### src/design/utc_pkg.sv
// Shared types and constants for the UTF-8 text class scanner.
// No dependencies; imported by every module of the scanner.
`default_nettype none

package utc_pkg;

   localparam int CP_WIDTH = 21;
   localparam int OUT_COUNT_WIDTH = 16;
   localparam int SUB_WIDTH = 3;

   typedef logic [CP_WIDTH-1:0] cp_type;

   // Top bits of a UTF-8 byte that mark its role.
   localparam logic [1:0] CONT_TAG  = 2'b10;
   localparam logic [2:0] LEAD2_TAG = 3'b110;
   localparam logic [3:0] LEAD3_TAG = 4'b1110;
   localparam logic [4:0] LEAD4_TAG = 5'b11110;

   localparam logic [2:0] LEN_NONE = 3'd0;
   localparam logic [2:0] LEN_TWO  = 3'd2;
   localparam logic [2:0] LEN_THREE = 3'd3;
   localparam logic [2:0] LEN_FOUR = 3'd4;

   localparam cp_type CP_HIRA_LO   = 21'h003040;
   localparam cp_type CP_HIRA_HI   = 21'h00309F;
   localparam cp_type CP_KATA_LO   = 21'h0030A0;
   localparam cp_type CP_KATA_HI   = 21'h0030FF;
   localparam cp_type CP_SMALL_LO  = 21'h0031F0;
   localparam cp_type CP_SMALL_HI  = 21'h0031FF;
   localparam cp_type CP_KANJI_LO  = 21'h003400;
   localparam cp_type CP_KANJI_HI  = 21'h009FFF;
   localparam cp_type CP_COMPAT_LO = 21'h00F900;
   localparam cp_type CP_COMPAT_HI = 21'h00FAFF;
   localparam cp_type CP_HWBLK_LO  = 21'h00FF61;
   localparam cp_type CP_HWBLK_HI  = 21'h00FF9F;
   localparam cp_type CP_HWLET_LO  = 21'h00FF66;
   localparam cp_type CP_HWLET_HI  = 21'h00FF9D;
   localparam cp_type CP_UPPER_LO  = 21'h000041;
   localparam cp_type CP_UPPER_HI  = 21'h00005A;
   localparam cp_type CP_LOWER_LO  = 21'h000061;
   localparam cp_type CP_LOWER_HI  = 21'h00007A;
   localparam cp_type CP_LATX_LO   = 21'h0000C0;
   localparam cp_type CP_LATX_HI   = 21'h00024F;
   localparam cp_type CP_FWUP_LO   = 21'h00FF21;
   localparam cp_type CP_FWUP_HI   = 21'h00FF3A;
   localparam cp_type CP_FWLOW_LO  = 21'h00FF41;
   localparam cp_type CP_FWLOW_HI  = 21'h00FF5A;
   localparam cp_type CP_SPACE     = 21'h000020;
   localparam cp_type CP_TAB       = 21'h000009;
   localparam cp_type CP_IDEO_SPACE = 21'h003000;
   localparam cp_type CP_LF        = 21'h00000A;
   localparam cp_type CP_CR        = 21'h00000D;

   // What one byte produces: substitute characters and at most one decoded point.
   typedef struct packed {
      logic [SUB_WIDTH-1:0] sub_count;
      logic                 point_valid;
      cp_type               point;
   } event_type;

   typedef struct packed {
      logic linguistic;
      logic blank;
      logic line_break;
      logic oldform;
      logic hw_block;
      logic kana;
   } class_type;

   function automatic logic is_oldform(input cp_type c);
      logic hit;
      begin
         case (c)
            21'h005BE6, 21'h00820A, 21'h008B83, 21'h008207, 21'h005B78,
            21'h009AD4, 21'h005EE3, 21'h0061C9, 21'h0085DD, 21'h007E23,
            21'h0064E7, 21'h007027, 21'h00975C: hit = 1'b1;
            default: hit = 1'b0;
         endcase
         return hit;
      end
   endfunction

endpackage

`default_nettype wire

### src/design/utc_classify.sv
// Character class lookup for one decoded code point.
// Depends on utc_pkg for the range constants and the old-form kanji list.
`default_nettype none

module utc_classify (
   input  wire utc_pkg::cp_type    point,
   output utc_pkg::class_type      point_class
);
   import utc_pkg::*;

   logic kata;
   logic hw_letter;
   logic latin;
   logic kanji;
   logic hira;
   logic small_kana;

   always_comb begin
      kata       = (point >= CP_KATA_LO) && (point <= CP_KATA_HI);
      hw_letter  = (point >= CP_HWLET_LO) && (point <= CP_HWLET_HI);
      hira       = (point >= CP_HIRA_LO) && (point <= CP_HIRA_HI);
      small_kana = (point >= CP_SMALL_LO) && (point <= CP_SMALL_HI);
      kanji      = ((point >= CP_KANJI_LO) && (point <= CP_KANJI_HI)) ||
                   ((point >= CP_COMPAT_LO) && (point <= CP_COMPAT_HI));
      latin      = ((point >= CP_UPPER_LO) && (point <= CP_UPPER_HI)) ||
                   ((point >= CP_LOWER_LO) && (point <= CP_LOWER_HI)) ||
                   ((point >= CP_LATX_LO) && (point <= CP_LATX_HI)) ||
                   ((point >= CP_FWUP_LO) && (point <= CP_FWUP_HI)) ||
                   ((point >= CP_FWLOW_LO) && (point <= CP_FWLOW_HI));

      point_class.linguistic = hira || kata || kanji || hw_letter || small_kana || latin;
      point_class.blank      = (point == CP_SPACE) || (point == CP_TAB) ||
                               (point == CP_IDEO_SPACE);
      point_class.line_break = (point == CP_LF) || (point == CP_CR);
      point_class.oldform    = is_oldform(point);
      point_class.hw_block   = (point >= CP_HWBLK_LO) && (point <= CP_HWBLK_HI);
      point_class.kana       = kata || hw_letter;
   end

endmodule

`default_nettype wire

### src/design/utc_decode.sv
// Lenient UTF-8 byte decoder: holds a partial form and reports, per byte,
// how many substitute characters and which decoded point it produces. Uses utc_pkg.
`default_nettype none

module utc_decode (
   input  wire                    clock,
   input  wire                    reset,
   input  wire                    advance,
   input  wire  [7:0]             data_byte,
   input  wire                    has_byte,
   input  wire                    last,
   output utc_pkg::event_type     byte_event
);
   import utc_pkg::*;

   logic [1:0] held_count_ff, held_count_in;
   logic [2:0] needed_ff, needed_in;
   logic [7:0] lead_ff, lead_in;
   logic [7:0] mid1_ff, mid1_in;
   logic [7:0] mid2_ff, mid2_in;
   logic       start_lead;
   logic [SUB_WIDTH-1:0] sub_count;
   logic       point_valid;
   cp_type     point;

   always_comb begin
      held_count_in = held_count_ff;
      needed_in     = needed_ff;
      lead_in       = lead_ff;
      mid1_in       = mid1_ff;
      mid2_in       = mid2_ff;
      start_lead    = 1'b0;
      sub_count     = '0;
      point_valid   = 1'b0;
      point         = CP_WIDTH'(data_byte);

      if (has_byte) begin
         if (held_count_ff == 2'd0) begin
            start_lead = 1'b1;
         end else if (data_byte[7:6] != CONT_TAG) begin
            // A broken form: every held byte becomes a substitute character.
            sub_count     = SUB_WIDTH'(held_count_ff);
            held_count_in = 2'd0;
            needed_in     = LEN_NONE;
            start_lead    = 1'b1;
         end else if ((3'(held_count_ff) + 3'd1) < needed_ff) begin
            case (held_count_ff)
               2'd1:    mid1_in = data_byte;
               default: mid2_in = data_byte;
            endcase
            held_count_in = held_count_ff + 2'd1;
         end else begin
            point_valid   = 1'b1;
            held_count_in = 2'd0;
            needed_in     = LEN_NONE;
            case (needed_ff)
               LEN_TWO:   point = CP_WIDTH'({lead_ff[4:0], data_byte[5:0]});
               LEN_THREE: point = CP_WIDTH'({lead_ff[3:0], mid1_ff[5:0], data_byte[5:0]});
               default:   point = {lead_ff[2:0], mid1_ff[5:0], mid2_ff[5:0],
                                   data_byte[5:0]};
            endcase
         end

         if (start_lead) begin
            if (!data_byte[7]) begin
               point_valid = 1'b1;
               point       = CP_WIDTH'(data_byte);
            end else if (data_byte[7:5] == LEAD2_TAG) begin
               needed_in     = LEN_TWO;
               lead_in       = data_byte;
               held_count_in = 2'd1;
            end else if (data_byte[7:4] == LEAD3_TAG) begin
               needed_in     = LEN_THREE;
               lead_in       = data_byte;
               held_count_in = 2'd1;
            end else if (data_byte[7:3] == LEAD4_TAG) begin
               needed_in     = LEN_FOUR;
               lead_in       = data_byte;
               held_count_in = 2'd1;
            end else begin
               sub_count = sub_count + SUB_WIDTH'(1);
            end
         end
      end

      // A form still open at the end of the string is flushed as substitutes.
      if (last) begin
         sub_count     = sub_count + SUB_WIDTH'(held_count_in);
         held_count_in = 2'd0;
         needed_in     = LEN_NONE;
      end
   end

   always_ff @(posedge clock) begin
      if (reset) begin
         held_count_ff <= 2'd0;
         needed_ff     <= LEN_NONE;
      end else if (advance) begin
         held_count_ff <= held_count_in;
         needed_ff     <= needed_in;
      end
   end

   always_ff @(posedge clock) begin
      if (advance) begin
         lead_ff <= lead_in;
         mid1_ff <= mid1_in;
         mid2_ff <= mid2_in;
      end
   end

   assign byte_event.sub_count   = sub_count;
   assign byte_event.point_valid = point_valid;
   assign byte_event.point       = point;

endmodule

`default_nettype wire

### src/design/utf8_text_class_scanner.sv
// Top level of the UTF-8 text class scanner: input register, decoder, classifier,
// string accumulators and result register. Uses utc_pkg, utc_decode, utc_classify.
//
//   Channel  Direction  Handshake            Payload
//   req      in         req_valid/req_ready  req_data_byte, req_has_byte, req_last
//   rsp      out        rsp_valid/rsp_ready  rsp_codepoint_count, rsp_has_linguistic,
//                                            rsp_empty_or_symbol, rsp_junk_surface
//
// One byte per cycle is taken while no string end waits for the output register; a byte
// goes from the input register through the combinational decoder and classifier into the
// accumulators. A result is written from the input register into the output register once that is free.
// Synchronous reset clears the partial form and the accumulators; no clearing pass.
// Only a transaction with last set waits for the output register; others never stall.
`default_nettype none

module utf8_text_class_scanner #(
   parameter int COUNT_WIDTH = 16
) (
   input  wire         clock,
   input  wire         reset,
   input  wire         req_valid,
   output logic        req_ready,
   input  wire  [7:0]  req_data_byte,
   input  wire         req_has_byte,
   input  wire         req_last,
   output logic        rsp_valid,
   input  wire         rsp_ready,
   output logic [15:0] rsp_codepoint_count,
   output logic        rsp_has_linguistic,
   output logic        rsp_empty_or_symbol,
   output logic        rsp_junk_surface
);
   import utc_pkg::*;

   logic       in_valid_ff;
   logic [7:0] in_byte_ff;
   logic       in_has_ff;
   logic       in_last_ff;
   logic       out_free;
   logic       advance;

   event_type  byte_event;
   class_type  point_class;

   logic [COUNT_WIDTH-1:0] count_ff, count_in;
   logic [COUNT_WIDTH:0]   count_sum;
   logic [SUB_WIDTH-1:0]   count_inc;
   logic linguistic_ff, linguistic_in;
   logic nonspace_ff, nonspace_in;
   logic oldform_ff, oldform_in;
   logic all_halfwidth_ff, all_halfwidth_in;
   logic kana_ff, kana_in;
   logic other_ff, other_in;
   logic has_sub;
   logic pv;

   logic [OUT_COUNT_WIDTH-1:0] count_out;
   logic                       rsp_valid_ff;
   logic [OUT_COUNT_WIDTH-1:0] rsp_count_ff;
   logic                       rsp_ling_ff;
   logic                       rsp_empty_ff;
   logic                       rsp_junk_ff;

   assign out_free  = !rsp_valid_ff || rsp_ready;
   assign advance   = in_valid_ff && (!in_last_ff || out_free);
   assign req_ready = !in_valid_ff || advance;

   always_ff @(posedge clock) begin
      if (reset) begin
         in_valid_ff <= 1'b0;
      end else if (req_ready) begin
         in_valid_ff <= req_valid;
      end
   end

   always_ff @(posedge clock) begin
      if (req_ready && req_valid) begin
         in_byte_ff <= req_data_byte;
         in_has_ff  <= req_has_byte;
         in_last_ff <= req_last;
      end
   end

   utc_decode u_decode (
      .clock      (clock),
      .reset      (reset),
      .advance    (advance),
      .data_byte  (in_byte_ff),
      .has_byte   (in_has_ff),
      .last       (in_last_ff),
      .byte_event (byte_event)
   );

   utc_classify u_classify (
      .point       (byte_event.point),
      .point_class (point_class)
   );

   // Substitute characters are never linguistic, never blank and outside the
   // half-width block, so for the flags any number of them acts like one.
   always_comb begin
      has_sub   = byte_event.sub_count != '0;
      pv        = byte_event.point_valid;
      count_inc = byte_event.sub_count + SUB_WIDTH'(pv);
      count_sum = {1'b0, count_ff} + (COUNT_WIDTH+1)'(count_inc);
      count_in  = count_sum[COUNT_WIDTH] ? {COUNT_WIDTH{1'b1}} : count_sum[COUNT_WIDTH-1:0];

      linguistic_in    = linguistic_ff || (pv && point_class.linguistic);
      nonspace_in      = nonspace_ff || has_sub ||
                         (pv && !point_class.blank && !point_class.line_break);
      oldform_in       = oldform_ff || (pv && point_class.oldform);
      all_halfwidth_in = all_halfwidth_ff && !has_sub && !(pv && !point_class.hw_block);
      kana_in          = kana_ff || (pv && point_class.kana);
      other_in         = other_ff || has_sub ||
                         (pv && !point_class.kana && !point_class.blank);
   end

   generate
      if (COUNT_WIDTH > OUT_COUNT_WIDTH) begin : g_count_clip
         assign count_out = (|count_in[COUNT_WIDTH-1:OUT_COUNT_WIDTH]) ?
                            {OUT_COUNT_WIDTH{1'b1}} : count_in[OUT_COUNT_WIDTH-1:0];
      end else begin : g_count_extend
         assign count_out = OUT_COUNT_WIDTH'(count_in);
      end
   endgenerate

   always_ff @(posedge clock) begin
      if (reset) begin
         count_ff         <= '0;
         linguistic_ff    <= 1'b0;
         nonspace_ff      <= 1'b0;
         oldform_ff       <= 1'b0;
         all_halfwidth_ff <= 1'b1;
         kana_ff          <= 1'b0;
         other_ff         <= 1'b0;
      end else if (advance) begin
         if (in_last_ff) begin
            count_ff         <= '0;
            linguistic_ff    <= 1'b0;
            nonspace_ff      <= 1'b0;
            oldform_ff       <= 1'b0;
            all_halfwidth_ff <= 1'b1;
            kana_ff          <= 1'b0;
            other_ff         <= 1'b0;
         end else begin
            count_ff         <= count_in;
            linguistic_ff    <= linguistic_in;
            nonspace_ff      <= nonspace_in;
            oldform_ff       <= oldform_in;
            all_halfwidth_ff <= all_halfwidth_in;
            kana_ff          <= kana_in;
            other_ff         <= other_in;
         end
      end
   end

   always_ff @(posedge clock) begin
      if (reset) begin
         rsp_valid_ff <= 1'b0;
      end else if (advance && in_last_ff) begin
         rsp_valid_ff <= 1'b1;
      end else if (rsp_ready) begin
         rsp_valid_ff <= 1'b0;
      end
   end

   always_ff @(posedge clock) begin
      if (advance && in_last_ff) begin
         rsp_count_ff <= count_out;
         rsp_ling_ff  <= linguistic_in;
         rsp_empty_ff <= (count_in == '0) || !nonspace_in || !linguistic_in;
         rsp_junk_ff  <= (count_in == '0) || oldform_in || all_halfwidth_in ||
                         (kana_in && !other_in);
      end
   end

   assign rsp_valid           = rsp_valid_ff;
   assign rsp_codepoint_count = rsp_count_ff;
   assign rsp_has_linguistic  = rsp_ling_ff;
   assign rsp_empty_or_symbol = rsp_empty_ff;
   assign rsp_junk_surface    = rsp_junk_ff;

   // A string without linguistic content is always reported as empty or symbol.
   assert property (@(posedge clock) disable iff (reset)
      rsp_valid && !rsp_has_linguistic |-> rsp_empty_or_symbol)
      else $error("verdict without linguistic content not marked empty_or_symbol");

   // An empty string is both empty-or-symbol and junk.
   assert property (@(posedge clock) disable iff (reset)
      rsp_valid && (rsp_codepoint_count == '0) |-> rsp_empty_or_symbol && rsp_junk_surface)
      else $error("empty string verdict inconsistent");

   // Ending a string clears the accumulators for the next one.
   assert property (@(posedge clock) disable iff (reset)
      advance && in_last_ff |=> (count_ff == '0) && all_halfwidth_ff && !linguistic_ff &&
                                !other_ff && !kana_ff)
      else $error("accumulators not cleared after the last byte");

   // A held item stalls only when it ends a string and the result register is full.
   assert property (@(posedge clock) disable iff (reset)
      in_valid_ff && !advance |-> in_last_ff && rsp_valid_ff && !rsp_ready)
      else $error("input register stalled without a full result register");

endmodule

`default_nettype wire

### config.mk
export PLATFORM = sky130hd
export DESIGN_NAME = utf8_text_class_scanner
export DESIGN_NICKNAME = d
export VERILOG_FILES = /design/src/design/utc_pkg.sv /design/src/design/utc_classify.sv /design/src/design/utc_decode.sv /design/src/design/utf8_text_class_scanner.sv
export SDC_FILE = /design/constraint.sdc
export NUM_CORES = 1
export LEC_CHECK = 0
export ABC_AREA = 1
export ABC_CLOCK_PERIOD_IN_PS = 10500
export BUFFER_PORTS_ARGS = -buffer_cell sky130_fd_sc_hd__buf_2
export CORE_ASPECT_RATIO = 1.75
export CORE_MARGIN = 3
export CORE_UTILIZATION = 45
export DETAILED_ROUTE_END_ITERATION = 10
export PLACE_DENSITY_LB_ADDON = 0.25
export SYNTH_ARGS = -nofsm -noshare
export SYNTH_HDL_FRONTEND = slang
export SYNTH_SLANG_ARGS = --single-unit
### constraint.sdc
create_clock -name clock -period 10.5 [get_ports clock]
set_clock_uncertainty 0.2 [all_clocks]
set_input_delay 0 -clock clock [delete_from_list [all_inputs] [get_ports clock]]
set_output_delay 0 -clock clock [all_outputs]
set_load 0.02 [all_outputs]
Word-level counts from Yosys, hierarchy flattened --
Cells that the tools add are included.
Word-level totals: register bits after elaboration 75, bits of input ports 14
Operators by class: $add $sub $neg 6, order comparisons 25, eq/ne operators 25, mux-type cells 60, bitwise logic cells 3, reduce and logical (&&, ||, !) cells 78
Operators with widths (number):
- $eq A21 B15 Y1 const B | 7
- $eq A21 B16 Y1 const B | 6
- $le A21 B16 Y1 const B | 6
- $mux W21 | 6
- $ge A21 B16 Y1 const B | 5
- $ge A21 B14 Y1 const B | 4
- $eq A21 B4 Y1 const B | 3
- $le A21 B14 Y1 const B | 3
- $mux W3 | 19
- $ge A21 B7 Y1 const B | 2
- $le A21 B7 Y1 const B | 2
- $pmux W21 S2 | 1
- $mux W16 | 2
- $logic_or A1 B1 Y1 | 29
- $logic_and A1 B1 Y1 | 26
- $mux W2 | 11
- $eq A21 B14 Y1 const B | 1
- $eq A21 B6 Y1 const B | 1
- $ge A21 B8 Y1 const B | 1
- $le A21 B10 Y1 const B | 1
- $mux W1 | 18
- $add A16 B3 Y17 | 1
- $logic_not A16 Y1 | 1
- $mux W5 | 3
- 21 further kinds | 38

Logic depth before layout (Yosys ltp) --
word-level depth 20, gate-level depth with buffers 32

By module --
Synthesis repeated with hierarchy kept, for this count alone.
Second synthesis, totals: cells, all modules 791, area total of the unflattened synthesis 5494.0 sq um
By module, submodules not included:
- utf8_text_class_scanner | instances 1, cells an instance 304, area each 2601.2 sq um, sequential area each 1351.3 sq um
- utc_decode | instances 1, cells an instance 191, area each 1493.9 sq um, sequential area each 610.6 sq um
- utc_classify | instances 1, cells an instance 296, area each 1398.8 sq um, sequential area each 0.0 sq um

Least setup slack after synthesis --
No wires, ideal clock.
path kind reg2reg, from reg u_decode.held_count_ff[0], to reg rsp_junk_ff (netlist: rsp_junk_surface) (data pin), arrival 4.671 ns, required time 10.031 ns, path slack 5.360 ns, cell stages (with the launch flop) 30, buffers on the path 0, period minus slack after synthesis 5.140 ns, cell sequence dfxtp_1 inv_1 ha_1 ha_1 a21oi_1 nand2_2 o22ai_1 nand2_1 nand2_1 o21a_1 inv_1 fa_1 or2_2 o21a_1 inv_1 ha_1 inv_1 fa_1 o21ai_0 nand2_1 nor2_1 nand2_1 nor2_1 inv_1 nand3_1 nor3_1 nand3_1 nor3_1 a31oi_1 nand3_1
On the way: longest elaborated chain between the ends 20
RTL lines:
- start, declared | line utc_decode.sv:16 | logic [1:0] held_count_ff, held_count_in;
- start signal, assigned | line utc_decode.sv:99 | held_count_ff <= held_count_in;
- $add A2 B1 Y3 | line utc_decode.sv:46 | end else if ((3'(held_count_ff) + 3'd1) < needed_ff) begin
- $lt A3 B3 Y1 | line utc_decode.sv:46
- $mux W2 | line utc_decode.sv:46
- $mux W2 | line utc_decode.sv:40 | end else if (data_byte[7:6] != CONT_TAG) begin
- $mux W2 | line utc_decode.sv:38 | if (held_count_ff == 2'd0) begin
- $mux W2 | line utc_decode.sv:76 | end else if (data_byte[7:3] == LEAD4_TAG) begin
- $mux W2 | line utc_decode.sv:72 | end else if (data_byte[7:4] == LEAD3_TAG) begin
- $mux W2 | line utc_decode.sv:68 | end else if (data_byte[7:5] == LEAD2_TAG) begin
- [... 3 more ...]
- $add A3 B2 Y3 | line utc_decode.sv:88 | sub_count = sub_count + SUB_WIDTH'(held_count_in);
- $mux W3 | line utc_decode.sv:87 | if (last) begin
- $add A3 B1 Y3 (*) | line utf8_text_class_scanner.sv:104 | count_inc = byte_event.sub_count + SUB_WIDTH'(pv);
- $add A16 B3 Y17 (*) | line utf8_text_class_scanner.sv:105 | count_sum = {1'b0, count_ff} + (COUNT_WIDTH+1)'(count_inc);
- $mux W16 (*) | line utf8_text_class_scanner.sv:106 | count_in = count_sum[COUNT_WIDTH] ? {COUNT_WIDTH{1'b1}} : count_sum[COUNT_WIDTH-1:0];
- via count_in[9] | line utf8_text_class_scanner.sv:45 | logic [COUNT_WIDTH-1:0] count_ff, count_in;
- $logic_not A16 Y1 (*) | line utf8_text_class_scanner.sv:172 | rsp_junk_ff <= (count_in == '0) || oldform_in || all_halfwidth_in ||
- $logic_or A1 B1 Y1 (*) (3 in a row) | line utf8_text_class_scanner.sv:172
- end signal, assigned | line utf8_text_class_scanner.sv:172
- end, declared | line utf8_text_class_scanner.sv:62 | logic rsp_junk_ff;
Mark *: on every way through the listed nets, which the timed path passes. The rest lies on a longest branch. The select of a mux whose other input is x is not followed. A chain may end at the register's enable or synchronous reset.

Worst setup path in the final report --
Same ends and word-level chain as after synthesis.

==> impl_metrics.yaml <==
cells_and_area:
  antenna_cells: 0
  drive_above_1_share: 0.117
  fin_area_um2: 5810
  nNetsFinal: 803
  multi_input_gate_area_in_the_final_layout_um2: 2650
  layout.filler_cells: 1096
  synthToLayoutAreaGrowth_pct: 15.0
  non_filler_cells_final: 910
  regArea_um2: 1960
critical_path:
  critPathArrivalTime_ps: 5710
  worstSetupPathType: "reg -> reg"
  worst-path-max-fanout: 7
  critPathSlowestCell: "sky130_fd_sc_hd__fa_1"
  setup.worst_path.start_class: "flip-flop"
  critical_path.max_stage_delay_ps: 530
  required_ps: 10380
  cp_common_cell: "sky130_fd_sc_hd__inv_1"
  critical_path.endpoint_type: "flip-flop"
yosys:
  synth-warning-count: 0
  mappedNetlistArea_um2: 5060
  netlist.area_leader.share: 0.273
  mappedNetlistNets: 751
  post_synth_inst_count: 723
  synthesized_area_per_cell_um2: 6.99
  synth_async_sr_flop_share: 0
  synth-seq-cells: 75
  synth_enable_flop_cells: 46
  synth.top_cells.by_area: "sky130_fd_sc_hd__edfxtp_1 (27%), sky130_fd_sc_hd__nand2_1 (14%), sky130_fd_sc_hd__dfxtp_1 (11%)"
  synth-seq-area-share: 0.388
  yosys.area.top_type: "sky130_fd_sc_hd__edfxtp_1"
  synthDistinctLibCells: 42
  synth_ff_type: "sky130_fd_sc_hd__edfxtp_1"
run_status:
  run_status: "finished clean"
clocking:
  cts_num_sinks: 75
  cts_made_buffers: 9
  cts_max_path_buffers: 2
  cts_repair_resize_count: 0
  cts.reportedPaths.clkPinSlew_ps: 60
  cts_root_buffer: "sky130_fd_sc_hd__clkbuf_16"
  cts.htree.levels: 3
  cts_tree: "built"
  worst_skew_pair.late_latency_ps: 340
timing:
  totalNegativeSetupSlack_ps: 0
  timing_hold_violations_final: 0
  unrepaired_setup_endpoints_after_global_routing: "no"
  finalSetupViolCount: 0
  final-max-slew-violation-count: 0
  clock.fmax_mhz: 172
  slew_headroom: 0.346
  min_period_ps: 5830
  timing.final.crit_share: 0.555
  worst_pin_slew_ps: 979
place:
  gp_congestion: 0.973
  hpwl_um: 12700
  buffer_ports.inserted: 34
  dp_cells: 879
  dpl_cell_area_um2: 5360
grt:
  grt_use_total: 0.270
  grt.overflow.total: 0
  via_count_of_the_first_global_routing_pass: 5182
  grt_first_pass_wirelength_um: 25900
  grt_antenna_before_repair: 0
  grt_start_max_net_pins: 24
floorplan:
  pin_count: 35
  floorplan.initialDensity: 0.467
  chipWidth_um: 86.1
  die-area_um2: 12600
  die_span_y_um: 146
  core-area_um2: 10800
  rows: 50
pwr:
  power_leakage_nw: 2.53
  power_density_nw_per_um2: 122
  post-layout-total-power_mw: 0.708
  vdd.ir_drop.worst_v: 0.000136
route:
  post_drt_wl_per_cell_um: 17.8
  detail_route.first_pass.iterations: 5
  routed-via-count: 5051
  drt-initial-drc-count: 287
  route.final.wire_length_um: 16200
  drt_drc_violations_left: 0
  drt.antenna.violating_nets: 0
  routed_via_density: 5.55
worst_hold_path:
  hold_path_class: "in -> reg"
run:
  max_cap_violations: 0
cells by family (layout without fill, tap and decap cells):
family | after synthesis | in the layout | share of synthesized area
AOI/OAI and AO/OA | 78 | 78 | 0.0883
xor gates and xnor gates | 10 | 10 | 0.0173
adders and majority gates | 14 | 14 | 0.0376
buffers and inverters | 116 | 173 | 0.0881
DFF | 75 | 75 | 0.388
and+or+nand+nor | 430 | 430 | 0.381
worst max-delay path: cells and delay by family, from the launching register on:
family	cells	cell delay [ps]
buffers and inverters	5	450
AO/OA/AOI/OAI	6	1040
flip-flops	1	420
AND/OR/NAND/NOR	13	1680
adder cells (fa/ha/maj)	5	1780
power by group:
| part | switching (mW) | internal, mW | total [mW] | leakage, nW |
|---|---|---|---|---|
| Combinational | 0.0447 | 0.0232 | 0.0678 | 1.70 |
| Clock | 0.127 | 0.188 | 0.314 | 0.147 |
| Sequential | 0.00732 | 0.319 | 0.326 | 0.678 |
| Total | 0.179 | 0.529 | 0.708 | 2.53 |
worst paths after layout:
| path | endpoint | slack [ps] | startpoint | cells after the start |
|---|---|---|---|---|
| max | rsp_junk_surface$_DFFE_PP_ | 4670 | u_decode.held_count_ff[0]$_SDFFE_PP0P_ | 29 |
| min | in_byte_ff[0]$_DFFE_PP_ | 180 | req_data_byte[0] | 2 |
| max reg2reg | rsp_junk_surface$_DFFE_PP_ | 4670 | u_decode.held_count_ff[0]$_SDFFE_PP0P_ | 29 |
| min reg2reg | count_ff[0]$_SDFFE_PP0P_ | 270 | count_ff[0]$_SDFFE_PP0P_ | 2 |
cells in the final DEF, fill, tap and decap left out, types with 2 or more instances in the layout:
cell type,Yosys,routed
sky130_fd_sc_hd__o21ai_1,4,4
sky130_fd_sc_hd__buf_2,2,34
sky130_fd_sc_hd__nor2_4,4,4
sky130_fd_sc_hd__nand4_1,18,18
sky130_fd_sc_hd__ha_1,12,12
sky130_fd_sc_hd__xor2_1,5,5
sky130_fd_sc_hd__xnor2_1,5,5
sky130_fd_sc_hd__edfxtp_1,46,46
sky130_fd_sc_hd__inv_2,9,9
sky130_fd_sc_hd__dfxtp_1,29,29
sky130_fd_sc_hd__buf_4,0,2
sky130_fd_sc_hd__o21ai_2,5,5
sky130_fd_sc_hd__nor3b_1,3,3
sky130_fd_sc_hd__nor2_1,90,90
sky130_fd_sc_hd__nand3_1,67,67
sky130_fd_sc_hd__clkbuf_16,0,9
sky130_fd_sc_hd__nor2_2,8,8
sky130_fd_sc_hd__nand2_2,4,4
sky130_fd_sc_hd__o211ai_1,2,2
sky130_fd_sc_hd__inv_6,0,4
sky130_fd_sc_hd__or2_2,5,5
sky130_fd_sc_hd__o21ai_0,25,25
sky130_fd_sc_hd__o32ai_1,2,2
sky130_fd_sc_hd__nand3_2,2,2
sky130_fd_sc_hd__o31ai_1,2,2
sky130_fd_sc_hd__a21oi_1,30,30
sky130_fd_sc_hd__o21a_1,3,3
sky130_fd_sc_hd__dlygate4sd3_1,0,15
sky130_fd_sc_hd__nand3b_1,3,3
sky130_fd_sc_hd__inv_1,97,97
sky130_fd_sc_hd__nor4_1,6,6
sky130_fd_sc_hd__fa_1,2,2
sky130_fd_sc_hd__nand2_1,190,190
sky130_fd_sc_hd__nor3_1,25,25
cell usage after synthesis, drive strengths merged (3+ instances only):
master,n
a21oi,30
buf,3
clkbuf,7
dfxtp,29
edfxtp,46
ha,12
inv,106
nand2,194
nand3,70
nand3b,3
nand4,18
nor2,102
nor3,26
nor3b,3
nor4,6
o21a,3
o21ai,34
or2,6
xnor2,5
xor2,5
flip-flops by register name (all words and copies together) (netlist names), 2 cells and up:
register and count:
u_decode.needed_ff 3, in_byte_ff 8, u_decode.held_count_ff 2, rsp_codepoint_count 16, count_ff 16, u_decode.mid1_ff 6, u_decode.lead_ff 5, u_decode.mid2_ff 6
what timing repair did:
action                                 CTS  global route
hold buffers                            15             0
endpoints found under the hold margin   33             0
setup buffers                            0             0
routing by layer:
metal  vias to the layer above  GRT usage  wire, um
met5                         -          0         0
met4                         0      0.189      1150
met3                        64     0.0350       527
met2                       153      0.517      9040
met1                      2345      0.249      5460
li1                       2489          -         -
cell type report:
type,instances,area share
clock buffers,9,0.0387
clock inverters,7,0.0140
inverters,106,0.0684
multi-input cells,532,0.456
flip-flops and latches,75,0.337
well taps,130,0.0280
repair buffers,51,0.0577
per-stage QoR:
stage	hold slack, ps	utilization	worst slack [ps]
after global routing	174	0.537	4100
after detailed placement	-21.6	0.495	4700
after global placement	-23.1	0.495	4970
final	182	0.537	4670
after floorplan	-131	-	5360
after CTS	165	0.537	4700
Note: power is estimated with default switching activity, not from simulation.
